--- config.mk ---
export PLATFORM = sky130hd
export DESIGN_NAME = pulse_beat_rate_detector_top
export DESIGN_NICKNAME = d
export VERILOG_FILES = /design/src/hw/rtl/pbrd_pkg.sv /design/src/hw/rtl/pbrd_ctrl.sv /design/src/hw/rtl/pbrd_dp.sv /design/src/hw/rtl/pulse_beat_rate_detector_top.sv
export SDC_FILE = /design/constraint.sdc
export NUM_CORES = 1
export LEC_CHECK = 0
export ABC_AREA = 0
export BUFFER_PORTS_ARGS = -buffer_cell sky130_fd_sc_hd__buf_2
export CELL_PAD_IN_SITES_DETAIL_PLACEMENT = 1
export CELL_PAD_IN_SITES_GLOBAL_PLACEMENT = 1
export CORE_AREA = 2 2 161 163
export DETAILED_ROUTE_END_ITERATION = 6
export DIE_AREA = 0 0 163 165
export PLACE_DENSITY_LB_ADDON = 0.15
export SLEW_MARGIN = 40
export SYNTH_ARGS = -nofsm -noshare
export SYNTH_HDL_FRONTEND = slang
export SYNTH_SLANG_ARGS = --single-unit
--- constraint.sdc ---
create_clock -name clk_i -period 4.7 [get_ports clk_i]
set_input_delay 0.94 -clock clk_i [delete_from_list [all_inputs] [get_ports clk_i]]
set_output_delay 0.94 -clock clk_i [all_outputs]
set_load 0.02 [all_outputs]
--- src/hw/rtl/pbrd_pkg.sv ---
// shared types and constants of the pulse beat rate detector
package pbrd_pkg;

  localparam int unsigned SampleW   = 12;
  localparam int unsigned TimeW     = 32;
  localparam int unsigned RateW     = 16;
  localparam int unsigned RefrW     = 16;
  localparam int unsigned CfgIdxW   = 2;
  localparam int unsigned CfgDataW  = 16;
  localparam int unsigned DivCntW   = 4;
  localparam int unsigned RemW      = RateW + 1;
  localparam int unsigned InDataW   = 48;

  localparam logic [SampleW-1:0] ThresholdReset  = 12'd2800;
  localparam logic [SampleW-1:0] HysteresisReset = 12'd300;
  localparam logic [RefrW-1:0]   RefractoryReset = 16'd400;
  localparam logic [RateW-1:0]   RateNumerator   = 16'd60000;

  typedef enum logic [CfgIdxW-1:0] {
    CFG_THRESHOLD  = 2'd0,
    CFG_HYSTERESIS = 2'd1,
    CFG_REFRACTORY = 2'd2
  } cfg_reg_e;

  // commands from the controller to the datapath
  typedef struct packed {
    logic capture;
    logic eval;
    logic div_step;
    logic load_out;
  } cmd_t;

  // status from the datapath to the controller
  typedef struct packed {
    logic fire;
    logic div_last;
  } sts_t;

endpackage

--- src/hw/rtl/pbrd_ctrl.sv ---
// controller state machine: sequences capture, evaluation, division and output
module pbrd_ctrl (
  input  logic            clk_i,
  input  logic            rst_ni,
  input  logic            s_axis_tvalid,
  output logic            s_axis_tready,
  output logic            m_axis_tvalid,
  input  logic            m_axis_tready,
  input  pbrd_pkg::sts_t  sts_i,
  output pbrd_pkg::cmd_t  cmd_o
);
  import pbrd_pkg::*;

  typedef enum logic [3:0] {
    ST_IDLE = 4'b0001,
    ST_EVAL = 4'b0010,
    ST_DIV  = 4'b0100,
    ST_DONE = 4'b1000
  } state_e;

  state_e state_q, state_d;
  logic   out_valid_q, out_valid_d;
  logic   out_free;

  assign out_free      = !out_valid_q || m_axis_tready;
  assign s_axis_tready = (state_q == ST_IDLE);
  assign m_axis_tvalid = out_valid_q;

  always_comb begin
    state_d = state_q;
    cmd_o   = '0;
    unique case (state_q)
      ST_IDLE: begin
        if (s_axis_tvalid) begin
          cmd_o.capture = 1'b1;
          state_d       = ST_EVAL;
        end
      end
      ST_EVAL: begin
        cmd_o.eval = 1'b1;
        state_d    = sts_i.fire ? ST_DIV : ST_DONE;
      end
      ST_DIV: begin
        cmd_o.div_step = 1'b1;
        if (sts_i.div_last) begin
          state_d = ST_DONE;
        end
      end
      ST_DONE: begin
        // wait for the output register to free up
        if (out_free) begin
          cmd_o.load_out = 1'b1;
          state_d        = ST_IDLE;
        end
      end
      default: state_d = ST_IDLE;
    endcase
  end

  always_comb begin
    out_valid_d = out_valid_q;
    if (cmd_o.load_out) begin
      out_valid_d = 1'b1;
    end else if (m_axis_tready) begin
      out_valid_d = 1'b0;
    end
  end

  always_ff @(posedge clk_i or negedge rst_ni) begin
    if (!rst_ni) begin
      state_q     <= ST_IDLE;
      out_valid_q <= 1'b0;
    end else begin
      state_q     <= state_d;
      out_valid_q <= out_valid_d;
    end
  end

endmodule

--- src/hw/rtl/pbrd_dp.sv ---
// datapath: registers, beat decision and restoring rate divider
module pbrd_dp (
  input  logic                              clk_i,
  input  logic                              rst_ni,
  input  logic                              cfg_we_i,
  input  logic [pbrd_pkg::CfgIdxW-1:0]      cfg_idx_i,
  input  logic [pbrd_pkg::CfgDataW-1:0]     cfg_data_i,
  input  logic [pbrd_pkg::SampleW-1:0]      sample_i,
  input  logic [pbrd_pkg::TimeW-1:0]        time_ms_i,
  input  pbrd_pkg::cmd_t                    cmd_i,
  output pbrd_pkg::sts_t                    sts_o,
  output logic [pbrd_pkg::RateW-1:0]        beats_per_minute_o,
  output logic                              new_beat_o
);
  import pbrd_pkg::*;

  logic [SampleW-1:0] thr_q, hyst_q;
  logic [RefrW-1:0]   refr_q;
  logic [TimeW-1:0]   last_time_q;
  logic               latched_q;
  logic [RateW-1:0]   held_rate_q;
  logic               fired_q;
  logic [DivCntW-1:0] cnt_q;

  logic [SampleW-1:0] smp_q;
  logic [TimeW-1:0]   time_q;
  logic [TimeW-1:0]   divisor_q;
  logic [RemW-1:0]    rem_q;
  logic [RateW-1:0]   quo_q;
  logic [RateW-1:0]   bpm_q;
  logic               nb_q;

  logic [SampleW-1:0] rearm_level;
  logic [TimeW-1:0]   interval;
  logic               above, below, fire;
  logic [RemW-1:0]    rem_shift, rem_d;
  logic [RateW-1:0]   quo_d;
  logic               fits;

  assign rearm_level = (thr_q > hyst_q) ? (thr_q - hyst_q) : '0;
  assign interval    = time_q - last_time_q;
  assign above       = (smp_q > thr_q);
  assign below       = (smp_q < rearm_level);
  assign fire        = above && !latched_q && (interval > {{(TimeW-RefrW){1'b0}}, refr_q});

  assign sts_o.fire     = fire;
  assign sts_o.div_last = &cnt_q;

  // one quotient bit per step, numerator bits shifted out of the quotient register
  always_comb begin
    rem_shift = {rem_q[RemW-2:0], quo_q[RateW-1]};
    fits      = ({{(TimeW-RemW){1'b0}}, rem_shift} >= divisor_q);
    if (fits) begin
      rem_d = rem_shift - divisor_q[RemW-1:0];
      quo_d = {quo_q[RateW-2:0], 1'b1};
    end else begin
      rem_d = rem_shift;
      quo_d = {quo_q[RateW-2:0], 1'b0};
    end
  end

  always_ff @(posedge clk_i or negedge rst_ni) begin
    if (!rst_ni) begin
      thr_q       <= ThresholdReset;
      hyst_q      <= HysteresisReset;
      refr_q      <= RefractoryReset;
      last_time_q <= '0;
      latched_q   <= 1'b0;
      held_rate_q <= '0;
      fired_q     <= 1'b0;
      cnt_q       <= '0;
    end else begin
      if (cfg_we_i) begin
        unique case (cfg_idx_i)
          CFG_THRESHOLD:  thr_q  <= cfg_data_i[SampleW-1:0];
          CFG_HYSTERESIS: hyst_q <= cfg_data_i[SampleW-1:0];
          CFG_REFRACTORY: refr_q <= cfg_data_i[RefrW-1:0];
          default: ;
        endcase
      end
      if (cmd_i.eval) begin
        fired_q <= fire;
        cnt_q   <= '0;
        if (fire) begin
          last_time_q <= time_q;
          latched_q   <= 1'b1;
        end else if (!above && below) begin
          latched_q <= 1'b0;
        end
      end
      if (cmd_i.div_step) begin
        cnt_q <= cnt_q + 1'b1;
        if (&cnt_q) begin
          held_rate_q <= quo_d;
        end
      end
    end
  end

  always_ff @(posedge clk_i) begin
    if (cmd_i.capture) begin
      smp_q  <= sample_i;
      time_q <= time_ms_i;
    end
    if (cmd_i.eval) begin
      divisor_q <= interval;
      rem_q     <= '0;
      quo_q     <= RateNumerator;
    end
    if (cmd_i.div_step) begin
      rem_q <= rem_d;
      quo_q <= quo_d;
    end
    if (cmd_i.load_out) begin
      bpm_q <= held_rate_q;
      nb_q  <= fired_q;
    end
  end

  assign beats_per_minute_o = bpm_q;
  assign new_beat_o         = nb_q;

endmodule

--- src/hw/rtl/pulse_beat_rate_detector_top.sv ---
// Pulse beat rate detector, top level.
//
// Input stream: one transfer per sensor sample, carrying the 12-bit reading
// and its millisecond timestamp. Output stream: one transfer per input
// transfer, carrying the held rate in beats per minute and a new-beat flag.
// The user must write registers (threshold, re-arm hysteresis, refractory
// time) through the cfg port while no sample is in flight; not enforced.
//
// Sequencing: a sample that is not taken as a beat is captured, evaluated and
// then loaded into the output register once that is free. A sample taken as a
// beat runs the 16-step restoring divider (60000 / interval, one quotient bit
// per cycle) between evaluation and load. The input is taken again in the
// cycle after the result is loaded into the output register, so the block
// takes no new sample before it is through with the last one.
//
// Reset: registers return to 2800 / 300 / 400, the held rate is zero, the
// beat latch is clear, the last beat time is zero. If the receiver stalls,
// the result stays in the output register and one more sample is processed
// before the input side waits.
module pulse_beat_rate_detector_top (
  input  logic                          clk_i,
  input  logic                          rst_ni,
  input  logic                          cfg_we_i,
  input  logic [pbrd_pkg::CfgIdxW-1:0]  cfg_idx_i,
  input  logic [pbrd_pkg::CfgDataW-1:0] cfg_data_i,
  input  logic                          s_axis_tvalid,
  output logic                          s_axis_tready,
  input  logic [pbrd_pkg::InDataW-1:0]  s_axis_tdata,  // sample [11:0], time_ms [43:12], zero
  output logic                          m_axis_tvalid,
  input  logic                          m_axis_tready,
  output logic [pbrd_pkg::RateW-1:0]    m_axis_tdata,  // beats_per_minute [15:0]
  output logic                          m_axis_tuser   // new_beat [0]
);
  import pbrd_pkg::*;

  cmd_t cmd;
  sts_t sts;

  pbrd_ctrl u_ctrl (
    .clk_i         (clk_i),
    .rst_ni        (rst_ni),
    .s_axis_tvalid (s_axis_tvalid),
    .s_axis_tready (s_axis_tready),
    .m_axis_tvalid (m_axis_tvalid),
    .m_axis_tready (m_axis_tready),
    .sts_i         (sts),
    .cmd_o         (cmd)
  );

  pbrd_dp u_dp (
    .clk_i              (clk_i),
    .rst_ni             (rst_ni),
    .cfg_we_i           (cfg_we_i),
    .cfg_idx_i          (cfg_idx_i),
    .cfg_data_i         (cfg_data_i),
    .sample_i           (s_axis_tdata[SampleW-1:0]),
    .time_ms_i          (s_axis_tdata[SampleW+TimeW-1:SampleW]),
    .cmd_i              (cmd),
    .sts_o              (sts),
    .beats_per_minute_o (m_axis_tdata),
    .new_beat_o         (m_axis_tuser)
  );

`ifndef ASSERT_OFF
  // one sample in flight: input closes after a transfer
  assert property (@(posedge clk_i) disable iff (!rst_ni)
    (s_axis_tvalid && s_axis_tready) |=> !s_axis_tready)
    else $error("input accepted while a sample is in flight");

  // result load never overlaps with a new capture
  assert property (@(posedge clk_i) disable iff (!rst_ni)
    !(cmd.capture && cmd.load_out))
    else $error("capture and output load in the same cycle");

  // divider starts after an evaluation that fired
  assert property (@(posedge clk_i) disable iff (!rst_ni)
    (cmd.eval && sts.fire) |=> cmd.div_step)
    else $error("divider not started after a beat");
`endif

endmodule

==> run metrics, run 1 <==
status=finished clean; Area growth, synth to finish=16.7%; CP most frequent cell=a211oi_2; Post-synth ARST share=around 44%; MaxCap Viol Count=0; DRC Markers=0; CTS Buf Count=25; CTS max path bufs=3; clk_skew=0.0179 ns; largest cells by area after synthesis=edfxtp_1 31%, dfrtp_1 17%, ha_1 10%, mux2_2 6.7%, inv_1 3.4%; Cell Pwr Density=between 600 and 700 mW/mm²; Final Cycle Share=approximately 96%; Top Ports=90; mux cell area share after synthesis=7.91%; Detail Route Antenna Nets=0; peak supply drop=around 0.00043 V; global-route wire length before repair=~46 mm; Global Route met3 Usage=2.69%; Tot GR Track Use=between 20% and 30%; total clock sinks=between 200 and 250; largest net degree at the start of global routing=between 70 and 80; Post-synth EDFFs=approximately 130; met2 Usage GRT=approximately 37%; vias in the first global route=approximately 8.9k; Die H=roughly 170 µm; RSZ-0062 raised after global routing=true; WS Path Type=reg2reg; leakage=between 6 and 7 nW; WP data arrival=around 4.9 ns; total gr overflow=0; Placed Instances=between 1k and 1.5k; Synthesis Warnings=0; top-count cell post-synth=edfxtp_1; mapped cell area=~0.012 mm²; flops & latches, synth=approximately 220; Yosys top cell area share=30.7%; # port buffers=85; CP Launch Type=flop; Max Slew Vio Count=0; mean area per synthesized cell=between 10 and 15 µm²; Worst-path clk slew=approximately 0.060 ns; register area=about 0.0062 mm²; max incr delay on CP=just under 0.4 ns; largest family of logic cells by synthesized area=compound AO/OA/AOI/OAI gates; Fmax achieved=roughly 220 MHz; fin nets=1373; commonest cells in the netlist=125 x edfxtp_1, 112 x inv_1, 100 x ha_1; Placed Area=0.0131 mm²; Non-Filler Instances=between 1.5k and 2k; crit path max fanout=4; syn nets=between 1k and 1.5k; Starting Density=48.8%; post-synthesis adder-cell area fraction=between 10 and 15%; WL/cell=between 15 and 20 µm; total die area=approximately 0.027 mm²; Critical-path top delay cell=edfxtp_1; Fin. Hold Viols=0; Relative slew margins=between 40% and 50%; Synth area leader=edfxtp_1; Detailed Place HPWL=slightly above 20 mm; Detailed Route WL=roughly 28 mm; simple-gate share of the synthesized area=between 10% and 20%; ANT cells=0; GPL Wtd Cong=between 0.8 and 0.9; post-route minimum period=between 4 and 5 ns; Synth Flop Type=edfxtp_1; Least-Margin Pin Slew=0.753 ns; initial DRC count=378; Critical Path RT=slightly above 5 ns; final setup violation count=0; XOR/XNOR Fraction of Synth Area=~2.9%; htree depth=1; fin area=roughly 0.014 mm²; Placeable Area=roughly 0.025 mm²; Hold/Removal Path Class=in2async; met1 Track Usage GR=roughly 29%; DR vias=~8.5k; setup TNS=0 ns; cts hold-fix bufs=0; Worst setup EP type=flop; share of cells above drive strength 1=a little under a quarter; CTS tree=built; Synth Instances=between 1k and 1.5k; Multi-input gate area=0.00558 mm²; worst path cell trace=inv_1 > ha_2 > inv_2 > fa_2 > a211oi_2 > o21ai_1 > a21o_1 > a211oi_2 > nor2_1 > ha_1 > nand4_1 > nor4_4 > nand2_1 > o2111ai_1 > a211o_1 > nor4_2 > and4b_4 > a211oi_4 > buf_6 > buf_4 > mux2_2; initial antenna violation count=0; Compound-Gate Fraction of Synth Area=a little under an eighth; worst-skew pair later-pin latency=roughly 0.54 ns; root buffer cell=clkbuf_16; DIE WIDTH=163 µm; Vias/cell=roughly 5.5; GRT Max-Usage Layer=met2; Seq/Total Area, Yosys=~51%; fillcell total=roughly 2.7k; # rows=58; count of cell types in the netlist=between 60 and 70; drt first pass iters=5
state kept, by name (all words and copies together) (netlist names), 16 cells and up:
signal                   count
u_dp.refr_q                 16
u_dp.quo_q                  16
u_dp.beats_per_minute_o     16
u_dp.divisor_q              32
u_dp.rem_q                  16
u_dp.last_time_q            32
u_dp.time_q                 32
u_dp.held_rate_q            16
cells in the final DEF (no fill, tap or decap), types with 5 or more instances in the layout:
master | synthesis | layout
a211oi_1 | 11 | 9
a21boi_0 | 6 | 6
a21o_1 | 29 | 29
a21oi_1 | 62 | 59
and2_1 | 14 | 13
and3_1 | 8 | 8
buf_2 | 1 | 84
buf_4 | 0 | 22
clkbuf_16 | 0 | 27
clkinv_2 | 0 | 7
dfrtp_1 | 85 | 85
dfstp_2 | 14 | 14
edfxtp_1 | 125 | 125
ha_1 | 100 | 96
inv_1 | 112 | 110
mux2_2 | 73 | 73
mux2i_1 | 11 | 11
nand2_1 | 68 | 68
nand2b_1 | 17 | 17
nand3_1 | 16 | 16
nand3b_1 | 9 | 9
nand4_1 | 14 | 14
nor2_1 | 54 | 50
nor2b_1 | 10 | 10
nor3_1 | 20 | 19
nor4_1 | 10 | 6
o211ai_1 | 7 | 7
o21ai_0 | 64 | 61
o21ai_1 | 2 | 5
or3_1 | 11 | 11
xnor2_1 | 27 | 26
xor2_1 | 14 | 14
worst paths after layout:
kind	from	end	slack [ns]	cells after the start
worst max-delay path	u_dp.time_q[0]	u_dp.last_time_q[0]	0.16	21
worst min-delay path	rst_ni	u_dp.hyst_q[9]	0.43	1
worst max register to register	u_dp.time_q[0]	u_dp.last_time_q[0]	0.16	21
worst min register to register	u_dp.held_rate_q[0]	u_dp.beats_per_minute_o[0]	0.45	0
max in group asynchronous	rst_ni	u_dp.refr_q[13]	3.41	2
min in group clk_i	u_dp.held_rate_q[0]	u_dp.beats_per_minute_o[0]	0.45	0
metal layers:
layer / vias to the layer above / part of all wire, %
met3: 18 / 2.9
met1: 4199 / 47
met2: 109 / 49
li1: 4135 / -
met4: 0 / 1.2
met5: - / 0
cell type report:
type	count	share of cell area, %
sequential	224	43.9
inverter	112	2.95
multi-input combinational	722	39.2
timing repair buffer	114	5.02
tap	330	2.90
clock inverter	19	1.49
clock buffer	27	4.58
stage by stage:
stage,hold WS [ns],utilization [%],power [mW],worst slack [ns]
4_1_cts,0.452,55.9,9.32,0.00418
2_1_floorplan,0.421,-,5.97,0.526
3_5_place_dp,0.431,52.4,7.13,0.00176
6_report,0.427,56.9,9.47,0.165
3_3_place_gp,0.429,52.3,7.00,0.107
5_1_grt,0.460,56.9,10.2,-0.0396
power by group:
part | switching, mW | internal (mW)
Clock | 0.829 | 1.23
Combinational | 2.63 | 1.84
Sequential | 0.228 | 2.71
critical path, delay by kind of cell, from the launching register on:
kind	cells	cell delay, ns
AO/OA/AOI/OAI	7	1.42
flip-flops	1	0.39
adder cells (fa/ha/maj)	3	0.83
buffers and inverters	4	0.46
AND/OR/NAND/NOR	6	0.97
multiplexers	1	0.34
kinds of logic (layout without fill, tap and decap cells):
| family | Yosys count | count (layout) |
|---|---|---|
| buffers and inverters | 136 | 272 |
| adder cells (fa/ha/maj) | 103 | 103 |
| AND/OR/NAND/NOR | 266 | 266 |
| multiplexers | 87 | 87 |
| AO/OA/AOI/OAI | 225 | 225 |
| flip-flops | 224 | 224 |
| XOR/XNOR | 41 | 41 |
timing repair:
| action | CTS | global route |
|---|---|---|
| cloned | 0 | 3 |
| gates resized for setup | 2 | 30 |
| pin swaps | 0 | 15 |
| setup buffers | 0 | 7 |
| setup endpoints to repair | 32 | 35 |
(Power assumes the default switching activity.)
==> run 2, diff against run 1 <==
--- a/config.mk
+++ b/config.mk
@@ -13,6 +13,7 @@
 export DETAILED_ROUTE_END_ITERATION = 6
 export DIE_AREA = 0 0 163 165
 export PLACE_DENSITY_LB_ADDON = 0.15
+export REMOVE_ABC_BUFFERS = 1
 export SLEW_MARGIN = 40
 export SYNTH_ARGS = -nofsm -noshare
 export SYNTH_HDL_FRONTEND = slang
==> run 2 against run 1 <==
  * The flow now finishes with violations (negative setup slack)
  * Clock skew down 0.0092 ns
  * Clock power down 6%
  * Wire length up 3.1%
  * Final cell count about the same
  * Global-route usage down 0.12 points
  * Maximum frequency down 5.4%
  * Design area down 0.54%
  * First-iteration DRC count up 17%
  * Sequential power about the same
  * Flip-flop and latch count unchanged
  * Worst hold slack worse by 0.049 ns
  * Critical path type unchanged
  * Largest cell class unchanged
  * Highest routed layer unchanged
==> run metrics, run 2 (synthesis gave the netlist of run 1 again) <==
status=complete, but fails checks; failing checks=negative setup slack; post-route minimum period=about 4.8 ns; most frequent cells in the layout=125 x edfxtp_1, 110 x inv_1, 99 x ha_1; fin nets=roughly 1.4k; DR vias=8598; Hold/Removal Path Class=in2async; Fin. Hold Viols=0; MaxCap Viol Count=0; Fmax achieved=about 210 MHz; Worst setup EP type=flop; htree depth=1; Tot GR Track Use=a little over a fifth; # rows=58; total gr overflow=0; worst setup margin=-0.0958 ns; # port buffers=85; R2R depth=21; drt first pass iters=5; worst-skew pair later-pin latency=between 0.5 and 0.6 ns; pre-CTS setup slack=-0.111 ns; commonest non-fill, non-tap cell in the layout=edfxtp_1; fin area=about 0.014 mm²; Detailed Place HPWL=20.5 mm; CTS tree=built; Top Ports=90; Least-Margin Pin Slew=0.773 ns; crit path max fanout=6; Placeable Area=0.0250 mm²; Relative slew margins=between 40% and 50%; Max Slew Vio Count=0; Die H=165 µm; global-route wire length before repair=45.7 mm; Critical Path RT=between 5 and 6 ns; initial antenna violation count=0; WS Path Type=reg2reg; Largest regs=u_dp.divisor_q (32), u_dp.last_time_q (32), u_dp.time_q (32); CTS max path bufs=3; GPL Wtd Cong=between 0.8 and 0.9; cts hold-fix bufs=0; WL/cell=~19 µm; Placed Instances=around 1.5k; largest net degree at the start of global routing=66; clk_skew=0.00862 ns; Placed Area=around 0.013 mm²; total die area=0.0269 mm²; Worst-path clk slew=about 0.060 ns; share of cells above drive strength 1=around 23%; peak supply drop=slightly above 0.0004 V; ANT cells=0; Detailed Route WL=about 29 mm; Vias/cell=5.55; Cell Pwr Density=around 660 mW/mm²; vias in the first global route=between 8k and 9k; Area growth, synth to finish=16.1%; total clock sinks=roughly 220; root buffer cell=clkbuf_16; final setup violation count=32; RSZ-0062 raised after global routing=true; initial DRC count=about 440; final design utilization=a little under three fifths; DRC Markers=0; CP Launch Type=flop; WP data arrival=5.21 ns; DIE WIDTH=approximately 160 µm; Non-Filler Instances=between 1.5k and 2k; leakage=6.09 nW; Final Cycle Share=102%; Starting Density=between 40% and 50%; Detail Route Antenna Nets=0; CTS Buf Count=26
[run 2: cell types whose count changed in the layout (fill, tap and decap cells not counted), moves of 3 or more]
cell / change
ha_1: +3
bufinv_16: -3
clkbuf_1: +5
o21ai_1: -3
clkbuf_16: +3
clkinv_1: +3
[run 2: what timing repair did]
action,in CTS,in global routing
resized for setup,3,19
endpoints found under the hold margin,0,0
pin swaps,0,10
endpoints found under the setup margin,34,35
cloned,0,4
buffers inserted,0,6
[run 2: metal layers]
metal  GRT usage, %  share of wire (%)  up-vias
met5              0                  0        -
met4           4.75                1.9        0
met1           28.8                 46     4301
li1               -                  -     4135
met3           3.04                3.3       35
met2           36.5                 48      127
[run 2: path summary, 6_finish.rpt]
kind | startpoint | end | slack, ns
max in group asynchronous | rst_ni | u_dp.last_time_q[17] | 3.39
worst min register to register | u_dp.held_rate_q[11] | u_dp.beats_per_minute_o[11] | 0.44
min in group clk_i | u_dp.held_rate_q[11] | u_dp.beats_per_minute_o[11] | 0.44
worst max register to register | u_dp.time_q[0] | u_dp.last_time_q[0] | -0.1
worst min-delay path | rst_ni | u_dp.held_rate_q[10] | 0.38
worst max-delay path | u_dp.time_q[0] | u_dp.last_time_q[0] | -0.1
[run 2: through the flow]
step	power (mW)	hold slack, ns	setup TNS [ns]
2_1_floorplan	5.95	0.421	-0.703
3_3_place_gp	6.99	0.429	0
3_5_place_dp	7.18	0.433	-2.73
4_1_cts	9.20	0.399	0
5_1_grt	10.0	0.411	-8.13
6_report	9.35	0.378	-1.86
[run 2: area by class of cell]
class / count / area, µm²
timing repair buffer: 113 / 736
tap: 330 / 413
multi-input combinational: 722 / 5540
sequential: 224 / 6250
clock inverter: 14 / 96.3
fill: 2692 / 10900
inverter: 112 / 420
clock buffer: 34 / 722
[run 2: power breakdown]
| part | leakage, nW | internal (mW) | switching (mW) |
|---|---|---|---|
| combinational | 3.32 | 1.84 | 2.64 |
| clock | 0.395 | 1.13 | 0.805 |
| sequential | 2.37 | 2.71 | 0.230 |
| total | 6.09 | 5.68 | 3.67 |
[run 2: worst max-delay path, cell delays in order, from the launching register on]
cell       delay [ns]
edfxtp_1         0.43
inv_2            0.11
ha_4             0.15
inv_2            0.04
fa_2             0.36
a211oi_2         0.25
o211a_1          0.27
nor2_2           0.08
nor2_2           0.17
o21ai_2          0.07
xor2_1           0.16
ha_1             0.30
nand4_1          0.14
nor4_2           0.36
nand4_1          0.21
a211o_1          0.38
nor4_2           0.14
and4b_4          0.32
a211oi_4         0.08
buf_12           0.18
clkbuf_16        0.17
mux2_4           0.29
==> run 3, diff against run 2 <==
--- a/config.mk
+++ b/config.mk
@@ -12,7 +12,7 @@
 export CORE_AREA = 2 2 161 163
 export DETAILED_ROUTE_END_ITERATION = 6
 export DIE_AREA = 0 0 163 165
-export PLACE_DENSITY_LB_ADDON = 0.15
+export PLACE_DENSITY = 0.83
 export REMOVE_ABC_BUFFERS = 1
 export SLEW_MARGIN = 40
 export SYNTH_ARGS = -nofsm -noshare
==> run 3 against run 2 <==
  * The run still ends with negative setup slack left
  * Clock power rose by 5%
  * Register-to-register slack better by 0.07 ns
  * Global-route usage up 0.71 points
  * First-iteration DRC count up 8.8%
  * Design area about the same
  * Largest power group unchanged
==> run metrics, run 3 (synthesis gave the netlist of run 1 again) <==
DIE WIDTH=approximately 160 µm; Final Cycle Share=101%; Switching Share=about 39%; Critical Path RT=~5 ns; most frequent cells in the layout=125 x edfxtp_1, 110 x inv_1, 98 x ha_1; failing checks=negative setup slack; fin nets=1373; CTS tree=built; DRC Markers=0; final setup violation count=3; Worst R2R Start=u_dp.time_q[0]; Relative slew margins=roughly 48%; share of cells above drive strength 1=between 20% and 30%; RSZ-0062 raised after global routing=true; Flop pwr share=31.2%; combinational share of power=47.2%; GPL Wtd Cong=between 0.8 and 0.9; WL/cell=approximately 19 µm; total die area=around 0.027 mm²; Placed Area=~0.013 mm²; fillcell total=approximately 2.7k; htree depth=1; CTS Buf Count=26; Net Switching=3.65 mW; # rows=slightly below 60; root buffer cell=clkbuf_16; Detailed Route WL=slightly below 30 mm; Least-Margin Pin Slew=~0.77 ns; Int Pwr=about 5.8 mW; Non-Filler Instances=approximately 1.5k; initial DRC count=a little under 500; DR vias=between 8k and 9k; cts hold-fix bufs=0; largest net degree at the start of global routing=46; vias in the first global route=about 9.2k; Largest regs=u_dp.divisor_q (32), u_dp.last_time_q (32), u_dp.time_q (32); Fin. Hold Viols=0; peak supply drop=0.000417 V; crit path max fanout=9; fin area=roughly 0.014 mm²; worst setup margin=-0.0268 ns; total gr overflow=0; Die H=between 150 and 200 µm; Placed Instances=~1.5k; Placeable Area=roughly 0.025 mm²; Vias/cell=between 5 and 6; clk_skew=0.0117 ns; Top Ports=90; leakage=6.09 nW; worst hold slack=0.422 ns; total clock sinks=224; status=complete, but fails checks; commonest non-fill, non-tap cell in the layout=edfxtp_1; Detailed Place HPWL=approximately 21 mm; initial antenna violation count=0; # port buffers=85; Tot Pwr=about 9.4 mW; Hold/Removal Path Class=in2async; post-route minimum period=between 4 and 5 ns; worst-skew pair later-pin latency=about 0.53 ns; Tot GR Track Use=a little over a fifth; Cell Pwr Density=667 mW/mm²; ANT cells=0; drt first pass iters=4; Worst-path clk slew=around 0.060 ns; Detail Route Antenna Nets=0; Worst setup EP type=flop; MaxCap Viol Count=0; Area growth, synth to finish=16.0%; Clk pwr share=21.6%; pre-CTS setup slack=-0.0682 ns; CP Launch Type=flop; Fmax achieved=roughly 210 MHz; CTS max path bufs=3; WS Path Type=reg2reg; global-route wire length before repair=around 47 mm; Max Slew Vio Count=0; Worst Setup SP=u_dp.time_q[0]; Starting Density=~49%; WP data arrival=between 5 and 6 ns
## run 3: cell count changes in the layout (fill, tap and decap cells not counted), sizes merged
cell      change
buf           +2
bufinv        +2
clkinv        -3
clkinvlp      -2
inv           +1
## run 3: worst paths after layout
check | endpoint | slack, ns | cells past startpoint
setup / recovery | u_dp.last_time_q[25] | -0.03 | 22
hold / removal | u_dp.last_time_q[29] | 0.42 | 1
setup reg to reg | u_dp.last_time_q[25] | -0.03 | 22
hold reg to reg | u_dp.beats_per_minute_o[6] | 0.45 | 0
max in group asynchronous | u_dp.hyst_q[5] | 3.38 | 2
min in group clk_i | u_dp.beats_per_minute_o[6] | 0.45 | 0
## run 3: power groups by stage
stage          Sequential, mW  Combinational, mW  Clock [mW]
3_5_place_dp             2.97               4.25           0
4_1_cts                  2.94               4.35        2.08
5_1_grt                  3.00               4.97        2.18
2_1_floorplan            2.90               3.05           0
3_3_place_gp             2.94               4.03           0
6_report                 2.94               4.46        2.04
## run 3: area by class of cell
class	instances	area (µm²)	share of cell area, %
clock buffer	36	729	5.15
clock inverter	12	139	0.981
inverter	112	420	2.97
multi-input combinational	722	5510	38.9
sequential	224	6250	44.1
tap	330	413	2.92
timing repair buffer	113	697	4.92
## run 3: layer usage
layer,vias up,GRT usage (%),part of all wire [%]
li1,4141,-,-
met1,4308,28.6,44
met2,176,38.6,50
met3,50,2.81,4.0
met4,0,6.36,2.6
met5,-,0,0
## run 3: timing repair
item,CTS,global route
gates resized for setup,2,17
setup endpoints to repair,32,35
buffers inserted,0,3
gates cloned,0,1
pin swaps,3,4
## run 3: critical path: stages, from the launching register on
cell and delay [ns]:
edfxtp_1 0.40, inv_2 0.09, ha_4 0.14, inv_2 0.04
fa_2 0.35, a211oi_2 0.22, o211a_1 0.23, nor2_2 0.06
nor2_1 0.16, nor2b_1 0.06, nor2_1 0.11, xnor2_1 0.10
ha_1 0.31, nand4_1 0.14, nor4_2 0.42, nand4_1 0.22
a211o_1 0.35, nor4_2 0.15, and4b_4 0.32, a211oi_4 0.08
buf_12 0.16, clkbuf_16 0.17, mux2_1 0.32
## run 3: per-stage QoR
step | utilization, % | TNS [ns]
after floorplan | - | -0.703
after detailed placement | 52.5 | -0.514
final | 56.6 | -0.0639
after global placement | 52.5 | 0
after CTS | 56.1 | 0
after global routing | 56.6 | -6.84
